<file path="src/rtl/ba32_pkg.sv">
package ba32_pkg;

	// Adler-32 modulus, sized for the 17-bit intermediate sums.
	localparam logic [16:0] ADLER_MOD = 17'd65521;

	// Width of the byte count and of the block length register.
	localparam int unsigned FILL_W = 21;

	// Block length after reset.
	localparam logic [FILL_W-1:0] BLOCK_LENGTH_RESET = 21'd65536;

	// Running sums of the current block.
	typedef struct packed {
		logic [15:0] high;
		logic [15:0] low;
	} sums_t;

	// Sums at the start of every block.
	localparam sums_t SUMS_START = '{high: 16'd0, low: 16'd1};

endpackage

</file>
<file path="src/rtl/ba32_step.sv">
module ba32_step (
	input  ba32_pkg::sums_t sums,
	input  logic [7:0]      data_byte,
	output ba32_pkg::sums_t sums_next
);

	logic [16:0] low_add;
	logic [16:0] low_red;
	logic [16:0] high_add;
	logic [16:0] high_red;

	// Low sum: add the byte, then one conditional subtraction of the modulus.
	always_comb begin
		low_add = {1'b0, sums.low} + {9'd0, data_byte};
		if (low_add >= ba32_pkg::ADLER_MOD) begin
			low_red = low_add - ba32_pkg::ADLER_MOD;
		end else begin
			low_red = low_add;
		end
	end

	// High sum: add the updated low sum, reduced the same way.
	always_comb begin
		high_add = {1'b0, sums.high} + {1'b0, low_red[15:0]};
		if (high_add >= ba32_pkg::ADLER_MOD) begin
			high_red = high_add - ba32_pkg::ADLER_MOD;
		end else begin
			high_red = high_add;
		end
	end

	assign sums_next.low  = low_red[15:0];
	assign sums_next.high = high_red[15:0];

endmodule

</file>
<file path="src/rtl/blockwise_adler32_checksum.sv">
// Channel   Handshake              Payload
// in        in_valid / in_stall    data_byte[7:0], end_of_data
// out       out_valid / out_stall  checksum[31:0], final_block
// cfg       cfg_we                 cfg_wdata[20:0] (block length)
//
// One byte is taken per cycle unless stalled; results pass the input and result registers.
// The rate is set by the low/high sum loop, which closes through ba32_step and sums_q.
// Reset sets the sums to 1 and 0, the byte count to 0 and the block length to 65536.
// A stalled result holds and also holds the byte in the input register,
// so in_stall rises once that register is full.
module blockwise_adler32_checksum (
	input  logic        clk,
	input  logic        arst_n,
	input  logic        in_valid,
	output logic        in_stall,
	input  logic [7:0]  data_byte,
	input  logic        end_of_data,
	output logic        out_valid,
	input  logic        out_stall,
	output logic [31:0] checksum,
	output logic        final_block,
	input  logic        cfg_we,
	input  logic [20:0] cfg_wdata
);

	logic                         valid_s1;
	logic [7:0]                   byte_s1;
	logic                         last_s1;
	ba32_pkg::sums_t              sums_q;
	ba32_pkg::sums_t              sums_next;
	logic [ba32_pkg::FILL_W-1:0]  fill_q;
	logic [ba32_pkg::FILL_W-1:0]  fill_inc;
	logic [ba32_pkg::FILL_W-1:0]  block_length_q;
	logic                         out_valid_q;
	logic [31:0]                  checksum_q;
	logic                         final_q;
	logic                         out_free;
	logic                         advance;
	logic                         close_block;

	// The result register can take a new beat when it is empty or being drained.
	assign out_free = !out_valid_q || !out_stall;
	assign advance  = valid_s1 && out_free;
	assign in_stall = valid_s1 && !out_free;

	// Input register.
	always_ff @(posedge clk or negedge arst_n) begin
		if (!arst_n) begin
			valid_s1 <= 1'b0;
		end else if (!in_stall) begin
			valid_s1 <= in_valid;
		end
	end

	always_ff @(posedge clk) begin
		if (in_valid && !in_stall) begin
			byte_s1 <= data_byte;
			last_s1 <= end_of_data;
		end
	end

	// Block length register.
	always_ff @(posedge clk or negedge arst_n) begin
		if (!arst_n) begin
			block_length_q <= ba32_pkg::BLOCK_LENGTH_RESET;
		end else if (cfg_we) begin
			block_length_q <= cfg_wdata;
		end
	end

	// Sum update for the byte in the input register.
	ba32_step u_step (
		.sums      (sums_q),
		.data_byte (byte_s1),
		.sums_next (sums_next)
	);

	// The block closes on the end mark or when the count reaches the length.
	assign fill_inc    = fill_q + 1'b1;
	assign close_block = last_s1 || (fill_inc >= block_length_q);

	// Running state: restart after a closed block.
	always_ff @(posedge clk or negedge arst_n) begin
		if (!arst_n) begin
			sums_q <= ba32_pkg::SUMS_START;
			fill_q <= '0;
		end else if (advance) begin
			if (close_block) begin
				sums_q <= ba32_pkg::SUMS_START;
				fill_q <= '0;
			end else begin
				sums_q <= sums_next;
				fill_q <= fill_inc;
			end
		end
	end

	// Result register.
	always_ff @(posedge clk or negedge arst_n) begin
		if (!arst_n) begin
			out_valid_q <= 1'b0;
		end else if (out_free) begin
			out_valid_q <= advance && close_block;
		end
	end

	always_ff @(posedge clk) begin
		if (advance && close_block) begin
			checksum_q <= {sums_next.high, sums_next.low};
			final_q    <= last_s1;
		end
	end

	assign out_valid   = out_valid_q;
	assign checksum    = checksum_q;
	assign final_block = final_q;

endmodule

</file>
<file path="config.mk">
export PLATFORM = sky130hd
export DESIGN_NAME = blockwise_adler32_checksum
export DESIGN_NICKNAME = d
export VERILOG_FILES = /design/src/rtl/ba32_pkg.sv /design/src/rtl/ba32_step.sv /design/src/rtl/blockwise_adler32_checksum.sv
export SDC_FILE = /design/constraint.sdc
export NUM_CORES = 1
export LEC_CHECK = 0
export ABC_CLOCK_PERIOD_IN_PS = 7500
export BUFFER_PORTS_ARGS = -buffer_cell sky130_fd_sc_hd__buf_4
export CORE_ASPECT_RATIO = 1.2
export CORE_MARGIN = 8
export CORE_UTILIZATION = 60
export CTS_BUF_LIST = sky130_fd_sc_hd__clkbuf_4 sky130_fd_sc_hd__clkbuf_8
export CTS_CLUSTER_DIAMETER = 150
export CTS_CLUSTER_SIZE = 20
export DETAILED_ROUTE_END_ITERATION = 6
export GPL_ROUTABILITY_DRIVEN = 0
export PLACE_DENSITY_LB_ADDON = 0.1
export SLEW_MARGIN = 30
export SYNTH_ARGS = -nofsm -noshare
export SYNTH_HDL_FRONTEND = slang
export SYNTH_SLANG_ARGS = --single-unit
</file>
<file path="constraint.sdc">
create_clock -name clk -period 7.5 [get_ports clk]
set_clock_uncertainty 0.2 [all_clocks]
set_input_delay 0.375 -clock clk [delete_from_list [all_inputs] [get_ports clk]]
set_output_delay 0.375 -clock clk [all_outputs]
set_load 0.01 [all_outputs]
</file>
==> qor.txt, run 1 <==
CTS Sinks: 118
Synth warnings: 0
Final Max Slew Viols: 0
Hold Path End: block_length_q[16]$_DFFE_PN1P_
Slew HR: 0.453
pin count of the biggest net entering global routing: 77
first-pass GRT wire length: 31,800 µm
EDFF count, synth: 42
Ant. Diodes: 0
hpwl dp: 13,000 µm
clock group share of total power: 0.179
initial DRC count: 415
area grow syn2layout: 18.5%
CP dominant cell by count: nor3_1
Setup-failing EPs final: 0
CTS buffer count: 17
starting density of the core: 0.608
Port Buffers: 69
Hold Vio Cnt, Final: 0
Syn Nets: 901
crit path max fanout: 14
Core Area: 12,500 µm²
Worst-Margin Slew: 0.808 ns
worst hold path depth: 3
RSZ-0062 raised after global routing: false
asr flop ratio synth: 0.644
htree depth: 4
fmax: 145 MHz
R2R Path End: checksum[24]$_DFFE_PP_
Hold WS: 0.112 ns
Hold Startpoint: cfg_we
DRT Pass-1 Iters: 5
Syn Area/Cell: 9.36 µm²
Clock Pin Slew Worst Setup and Hold Paths: 0.07 ns
FF+latch count, synth: 118
internal power: 2.10 mW
postcts setup bufs: 0
final worst path period share: 0.918
Post-Layout Inst Area: 9010 µm²
outcome: completed
grt ovf: 0
DRT antenna net count: 0
Net Sw Frac: 0.442
Setup crit start kind: flip-flop
vias per cell: 5.98
Comb power frac: 0.558
Crit. End Element: flip-flop
CTS tree: yes
post-synth top area cell: dfrtp_1
cells after synthesis: 812
HP Class: in2reg
worst IR drop on VDD: 0.253 mV
IO Count: 70
Reg2Reg Depth: 21
LEAKAGE: 3.97 nW
vias post-DR: 6,438
Netlist Area Pre-Place: 7600 µm²
Reg power frac: 0.263
DR WL/cell: 17.4 µm
worst-case clock buffer depth: 2
Yosys top cell area share: 0.244
Worst Path Arrival: 6.88 ns
Seq/Total Area, Yosys: 0.416
clock root buffer: clkbuf_8
final worst slack: 0.612 ns
most numerous cell in the Yosys netlist: nand2_1
Routed WL: 18,700 µm
FP Rows: 45
Residual DRC: 0
placed inst area: 8210 µm²
die height: 139 µm
worst r2r src: byte_s1[0]$_DFFE_PP_
Final #Nets: 989
WS Path Type: reg2reg
sw power: 1.66 mW
synth top area cells: dfrtp_1 (24%), edfxtp_1 (17%), ha_1 (8.6%)
initial antenna violation count: 0
cell-by-cell trace of the critical path: ha_1 > fa_1 > a211o_1 > a2111o_1 > o311ai_4 > nand4_4 > o21bai_4 > or4_4 > nor3_1 > mux2i_1 > nand2_1 > ha_1 > a21o_1 > a221oi_4 > nor3_1 > o32a_1 > xnor2_1 > nor4b_2 > a21oi_4 > nor3_1 > xor2_1
Fill cells: 936
most frequent cells after synthesis: nand2_1 (113), dfrtp_1 (74), o21ai_0 (69), ha_1 (52), nor2_1 (43)
Yosys cell types: 70
post-layout min period: 6.89 ns
WP data required: 7.49 ns
power per cell area: 417 nW/µm²
number of max-cap violations: 0
Worst path slowest cell: or4_4
share of post-route cells with drive strength above 1: 0.141
GRT Overall Usage: 0.235
Place WS: 0.702 ns
setup TNS: 0 ns
Max stage delay on crit path: 0.62 ns
Main synth FF type: dfrtp_1
flop-to-flop setup slack: 0.61 ns
vias in the first global route: 6,682
Die ar.: 16,500 µm²
DIE WIDTH: 119 µm
clk_lat worst skew: 0.46 ns
==> how the worst max path moves through the flow <==
stage	startpoint	endpoint	slack, ns	depth (start not counted)
3_3_place_gp	byte_s1[0]$_DFFE_PP_	sums_q[24]$_DFFE_PN0P_	0.88	21
6_report	byte_s1[0]$_DFFE_PP_	checksum[24]$_DFFE_PP_	0.61	21
4_1_cts	byte_s1[0]$_DFFE_PP_	checksum[24]$_DFFE_PP_	0.65	21
5_1_grt	byte_s1[0]$_DFFE_PP_	checksum[24]$_DFFE_PP_	0.05	21
3_5_place_dp	byte_s1[0]$_DFFE_PP_	checksum[24]$_DFFE_PP_	0.70	21
2_1_floorplan	byte_s1[0]$_DFFE_PP_	sums_q[19]$_DFFE_PN0P_	1.24	22
==> layer usage <==
layer  wire (µm)  share of wire  global-route usage
met4         781          0.042               0.129
met2        9720           0.52               0.416
met1        7320           0.39               0.257
met3         903          0.048              0.0482
met5           0              0                   0
==> power groups by stage <==
stage	registers [mW]	clock network (mW)	logic, mW
after global placement	0.992	0	1.97
after detailed placement	0.998	0	2.03
final	0.989	0.672	2.10
after floorplan	0.982	0	1.54
after global routing	1.00	0.702	2.30
after CTS	0.988	0.677	2.07
==> per-stage QoR <==
stage	total power [mW]	utilization	std cells
2_1_floorplan	2.52	-	812
6_report	3.76	0.721	1077
3_3_place_gp	2.96	0.657	1011
4_1_cts	3.74	0.720	1077
5_1_grt	4.01	0.721	1077
3_5_place_dp	3.03	0.657	1011
==> flip-flops by register name, indices dropped and copies added, names as in the netlist <==
signal,count
valid_s1,1
byte_s1,8
sums_q,32
checksum,32
final_block,1
block_length_q,21
out_valid,1
fill_q,21
last_s1,1
==> layout make-up <==
| class | instances | area (µm²) | share of cell area |
|---|---|---|---|
| clock buffers | 19 | 249 | 0.0276 |
| clock inverters | 13 | 205 | 0.0228 |
| inverters | 36 | 135 | 0.0150 |
| multi-input cells | 620 | 4150 | 0.461 |
| flip-flops and latches | 118 | 3170 | 0.351 |
| well taps | 164 | 205 | 0.0228 |
| repair buffers | 107 | 892 | 0.0991 |
==> cells by family after synthesis <==
logic type	after synthesis	synth area share
flops	118	0.416
buf+inv	74	0.0375
mux	12	0.0161
xor+xnor	52	0.0599
compound gates	210	0.188
simple gates	292	0.191
fa+ha+maj	54	0.0909
==> critical path: cells and delay by family (launching register included) <==
kind / cells / cell delay [ns]
and+or+nand+nor: 7 / 2.10
muxes: 1 / 0.25
AOI/OAI and AO/OA: 8 / 2.38
adders and majority gates: 3 / 0.99
xor gates and xnor gates: 2 / 0.33
DFF: 1 / 0.37
==> cells in the final DEF (no fill, tap or decap), types with 7 or more instances in the layout <==
cell / netlist / layout
nor2_1: 43 / 43
and3_1: 18 / 18
xor2_1: 25 / 25
a21oi_1: 39 / 39
or3_1: 12 / 12
o21a_1: 9 / 9
clkbuf_8: 0 / 17
buf_4: 0 / 72
nor3_1: 15 / 15
ha_1: 52 / 52
a22o_1: 14 / 14
nor4_1: 7 / 7
dfrtp_1: 74 / 74
a21o_1: 15 / 15
dlygate4sd3_1: 0 / 34
o21ai_0: 69 / 69
xnor2_1: 27 / 27
edfxtp_1: 42 / 42
mux2i_1: 10 / 10
inv_1: 36 / 36
nand3_1: 36 / 36
nand2_1: 113 / 112
a211oi_1: 13 / 13
==> timing repair <==
item | in CTS | in global routing
resized for setup | 0 | 0
setup endpoints to repair | 0 | 0
hold buffers | 34 | 0
endpoints found under the hold margin | 106 | 0
No activity file was read; power rests on OpenSTA's default activity.
==> run 2, diff against run 1 <==
--- a/config.mk
+++ b/config.mk
@@ -7,9 +7,11 @@
 export LEC_CHECK = 0
 export ABC_CLOCK_PERIOD_IN_PS = 7500
 export BUFFER_PORTS_ARGS = -buffer_cell sky130_fd_sc_hd__buf_4
+export CELL_PAD_IN_SITES_DETAIL_PLACEMENT = 0
+export CELL_PAD_IN_SITES_GLOBAL_PLACEMENT = 1
 export CORE_ASPECT_RATIO = 1.2
 export CORE_MARGIN = 8
-export CORE_UTILIZATION = 60
+export CORE_UTILIZATION = 48
 export CTS_BUF_LIST = sky130_fd_sc_hd__clkbuf_4 sky130_fd_sc_hd__clkbuf_8
 export CTS_CLUSTER_DIAMETER = 150
 export CTS_CLUSTER_SIZE = 20
==> qor.txt, run 2 (synthesized netlist as in run 1, its figures left out) <==
DRT antenna net count: 0
vias post-DR: 6,384
WS Path Type: reg2reg
Post-Layout Cell Count: 1,121
Reg2Reg Depth: 20
Hold WS: 0.126 ns
Routed WL: 19,400 µm
final worst slack: 0.569 ns
LEAKAGE: 3.95 nW
DR WL/cell: 17.3 µm
setup TNS: 0 ns
area of the multi-input gates: 4150 µm²
IO Count: 70
worst hold path depth: 3
Post-Layout Inst Area: 8990 µm²
most common cell after layout, fill and taps aside: nand2_1
worst IR drop on VDD: 0.181 mV
Hold Vio Cnt, Final: 0
most frequent cells in the layout: nand2_1 (112), dfrtp_1 (74), buf_4 (72)
Die ar.: 20,100 µm²
post-layout min period: 6.93 ns
Reg power frac: 0.270
hpwl dp: 13,600 µm
FP Rows: 50
Slew HR: 0.447
htree depth: 4
clock root buffer: clkbuf_8
CTS tree: yes
clock group share of total power: 0.160
power per cell area: 407 nW/µm²
Clock Pin Slew Worst Setup and Hold Paths: 0.07 ns
Ant. Diodes: 0
number of gates resized after CTS: 0
HP Class: in2reg
die height: 154 µm
Place WS: 0.641 ns
initial DRC count: 323
DIE WIDTH: 131 µm
Final Max Slew Viols: 0
Comb power frac: 0.570
# placed instances: 1,055
Residual DRC: 0
share of post-route cells with drive strength above 1: 0.135
outcome: completed
starting density of the core: 0.488
final worst path period share: 0.924
clk_lat worst skew: 0.45 ns
first-pass GRT wire length: 32,300 µm
CTS buffer count: 17
Net Sw Frac: 0.448
Fill cells: 1,418
grt ovf: 0
Final #Nets: 989
pin count of the biggest net entering global routing: 77
initial antenna violation count: 0
RSZ-0062 raised after global routing: false
WP data required: 7.69 ns
fmax: 144 MHz
FF/Latch Area: 3170 µm²
GRT Overall Usage: 0.203
sw power: 1.64 mW
CTS Sinks: 118
area grow syn2layout: 18.3%
worst-case clock buffer depth: 2
placed inst area: 8270 µm²
Core Area: 15,600 µm²
crit path max fanout: 14
Setup crit start kind: flip-flop
Worst Path Arrival: 7.12 ns
Tot Pwr: 3.66 mW
internal power: 2.02 mW
vias per cell: 5.69
DRT Pass-1 Iters: 5
Crit. End Element: flip-flop
Port Buffers: 69
Worst-Margin Slew: 0.824 ns
Setup-failing EPs final: 0
vias in the first global route: 6,598
Util after Layout: 0.577
number of max-cap violations: 0
==> run 2: cell count changes in the layout (fill, tap and decap cells not counted) <==
cell | previous run | this run
clkinv_1 | 0 | 6
clkinvlp_4 | 6 | 2
bufinv_16 | 5 | 3
==> run 2: power groups by stage <==
stage	sequential [mW]	combinational, mW	clock [mW]
finish	0.988	2.08	0.586
detailed placement	0.998	2.05	0
CTS	0.988	2.08	0.603
floorplan	0.982	1.54	0
global route	1.00	2.31	0.626
global placement	0.995	2.01	0
==> run 2: what timing repair did <==
item                      in CTS  in global routing
hold buffers                  34                  0
hold endpoints to repair     106                  0
buffers inserted               0                  0
==> run 2: area by class of cell <==
type | instances | share of cell area
multi-input cells | 620 | 0.462
flip-flops and latches | 118 | 0.352
repair buffers | 107 | 0.0992
well taps | 208 | 0.0289
clock buffers | 19 | 0.0277
clock inverters | 13 | 0.0153
inverters | 36 | 0.0150
==> run 2: worst max-delay path: stages, from the launching register on <==
cell	delay [ns]
edfxtp_1	0.37
ha_1	0.23
fa_1	0.43
a211o_1	0.37
and4_1	0.24
o221ai_1	0.35
o22ai_1	0.12
a211oi_1	0.61
nor2_1	0.14
a31oi_1	0.40
mux2i_1	0.38
inv_1	0.11
ha_1	0.29
a21o_1	0.22
a221oi_4	0.36
o21ai_1	0.19
o311ai_1	0.74
nor4b_2	0.19
a21oi_4	0.44
mux2i_1	0.36
a22o_1	0.17
==> run 2: worst paths after layout <==
path / start / end / slack [ns]
max in group asynchronous: arst_n / sums_q[19]$_DFFE_PN0P_ / 6.22
min in group asynchronous: arst_n / sums_q[13]$_DFFE_PN0P_ / 0.34
setup / recovery: byte_s1[0]$_DFFE_PP_ / sums_q[17]$_DFFE_PN0P_ / 0.57
hold reg to reg: last_s1$_DFFE_PP_ / final_block$_DFFE_PP_ / 0.29
setup reg to reg: byte_s1[0]$_DFFE_PP_ / sums_q[17]$_DFFE_PN0P_ / 0.57
hold / removal: cfg_we / block_length_q[16]$_DFFE_PN1P_ / 0.13
==> run 2: per-layer routing <==
layer	GRT usage	vias to the layer above	routed length [µm]
met5	0	-	0
met4	0.0685	0	280
met3	0.0401	18	719
met2	0.363	132	10200
met1	0.232	3112	8220
li1	-	3122	-
==> run 3, diff against run 2 <==
--- a/config.mk
+++ b/config.mk
@@ -18,6 +18,7 @@
 export DETAILED_ROUTE_END_ITERATION = 6
 export GPL_ROUTABILITY_DRIVEN = 0
 export PLACE_DENSITY_LB_ADDON = 0.1
+export RECOVER_POWER = 25
 export SLEW_MARGIN = 30
 export SYNTH_ARGS = -nofsm -noshare
 export SYNTH_HDL_FRONTEND = slang
==> qor.txt, run 3 (synthesized netlist as in run 1, its figures left out) <==
vias post-DR: 6,396
Final #Nets: 989
cell-by-cell trace of the critical path: ha_1 > fa_1 > a211o_1 > and4_1 > o221ai_1 > o22ai_1 > a211oi_1 > nor2_1 > a31oi_1 > mux2i_1 > inv_1 > ha_1 > a21o_1 > a221oi_4 > o21ai_1 > o311ai_1 > nor4b_2 > a21oi_4 > mux2i_1 > a22o_1
pin count of the biggest net entering global routing: 77
worst IR drop on VDD: 0.179 mV
post-layout min period: 6.92 ns
DRT antenna net count: 0
DR WL/cell: 17.3 µm
first-pass GRT wire length: 32,300 µm
CTS Sinks: 118
most frequent cells in the layout: nand2_1 (112), dfrtp_1 (74), o21ai_0 (69)
crit path max fanout: 14
WS Path Type: reg2reg
Worst-Margin Slew: 4.44 ns
final worst slack: 0.581 ns
Slew HR: -1.96
outcome: finished, violations left
hpwl dp: 13,600 µm
failing checks: max-capacitance violations, max-slew violations
DRT Pass-1 Iters: 5
IO Count: 70
Routed WL: 19,400 µm
DIE WIDTH: 131 µm
WP data required: 7.70 ns
Worst path slowest cell: o311ai_1
Residual DRC: 0
delay-heaviest family, CP: compound AO/OA/AOI/OAI gates
grt ovf: 0
Hold Vio Cnt, Final: 0
CTS tree: yes
die height: 154 µm
fmax: 145 MHz
initial DRC count: 420
HP Class: in2reg
most common cell after layout, fill and taps aside: nand2_1
share of post-route cells with drive strength above 1: 0.134
htree depth: 4
flop-to-flop setup slack: 0.58 ns
Reg2Reg Depth: 20
worst-case clock buffer depth: 2
area grow syn2layout: 18.2%
Setup crit start kind: flip-flop
vias per cell: 5.71
CTS buffer count: 17
Die ar.: 20,100 µm²
Final Max Slew Viols: 77
vias in the first global route: 6,598
number of gates resized after CTS: 0
FP Rows: 50
final worst path period share: 0.923
Setup-failing EPs final: 0
Setup crit end: sums_q[17]$_DFFE_PN0P_
Fill cells: 1,418
Crit. End Element: flip-flop
number of max-cap violations: 1
Critical path origin: byte_s1[0]$_DFFE_PP_
power per cell area: 407 nW/µm²
Max stage delay on crit path: 0.73 ns
LEAKAGE: 3.94 nW
Port Buffers: 69
clk_lat worst skew: 0.45 ns
initial antenna violation count: 0
Clock Pin Slew Worst Setup and Hold Paths: 0.07 ns
Crit. path cell count: 20
setup TNS: 0 ns
Buf+Inv Stages, Crit Path: 1
clock root buffer: clkbuf_8
GRT Overall Usage: 0.203
postcts setup bufs: 0
Place WS: 0.641 ns
RSZ-0062 raised after global routing: false
starting density of the core: 0.488
Worst Path Arrival: 7.12 ns
Ant. Diodes: 0
Core Area: 15,600 µm²
Tot Pwr: 3.65 mW
R2R Path End: sums_q[17]$_DFFE_PN0P_
worst r2r src: byte_s1[0]$_DFFE_PP_
## run 3: cell types whose count changed in the layout (fill, tap and decap cells not counted)
| cell | change |
|---|---|
| buf_4 | -29 |
| buf_6 | -1 |
| clkbuf_1 | +1 |
| clkbuf_4 | +29 |
## run 3: tightest hold or removal path: cells and delay by family
family	cells	cell delay [ns]
buffers and inverters	1	0.22
and+or+nand+nor	1	0.08
AOI/OAI and AO/OA	1	0.08
## run 3: stage by stage
stage / hold WS (ns) / area, µm² / utilization / instances
floorplan: -0.121 / 7600 / - / 812
global placement: 0.276 / 8260 / 0.530 / 1055
detailed placement: 0.273 / 8270 / 0.531 / 1055
CTS: 0.0989 / 8990 / 0.577 / 1121
global route: 0.133 / 8990 / 0.577 / 1121
finish: 0.127 / 8990 / 0.577 / 1121
## run 3: power by group
group          internal, mW  total [mW]  switching (mW)
registers             0.881       0.988           0.107
clock network         0.327       0.587           0.260
logic                 0.811        2.08            1.27
total                  2.02        3.65            1.64
## run 3: cell type report
cell class / instances / area (µm²) / area share
Multi-Input combinational cell: 620 / 4150 / 0.462
Sequential cell: 118 / 3170 / 0.352
Timing Repair Buffer: 107 / 885 / 0.0984
Tap cell: 208 / 260 / 0.0290
Clock buffer: 19 / 249 / 0.0277
Clock inverter: 13 / 138 / 0.0153
Inverter: 36 / 135 / 0.0150
## run 3: worst min path at each step
stage | start | to | slack (ns) | depth (start not counted)
floorplan | arst_n | block_length_q[0]$_DFFE_PN0P_ | -0.12 | 0
global placement | last_s1$_DFFE_PP_ | final_block$_DFFE_PP_ | 0.28 | 0
detailed placement | last_s1$_DFFE_PP_ | final_block$_DFFE_PP_ | 0.27 | 0
CTS | cfg_we | block_length_q[16]$_DFFE_PN1P_ | 0.1 | 3
global route | cfg_we | block_length_q[16]$_DFFE_PN1P_ | 0.13 | 3
finish | cfg_we | block_length_q[16]$_DFFE_PN1P_ | 0.13 | 3
## run 3: repair_timing
action	4_1_cts	5_1_grt
hold buffers	34	0
endpoints found under the hold margin	106	0
setup endpoints to repair	0	0
## run 3: per-layer routing
metal | up-vias | part of all wire | global-route usage
met4 | 0 | 0.015 | 0.0685
met3 | 20 | 0.039 | 0.0401
met1 | 3109 | 0.42 | 0.232
li1 | 3123 | - | -
met2 | 144 | 0.53 | 0.363
met5 | - | 0 | 0
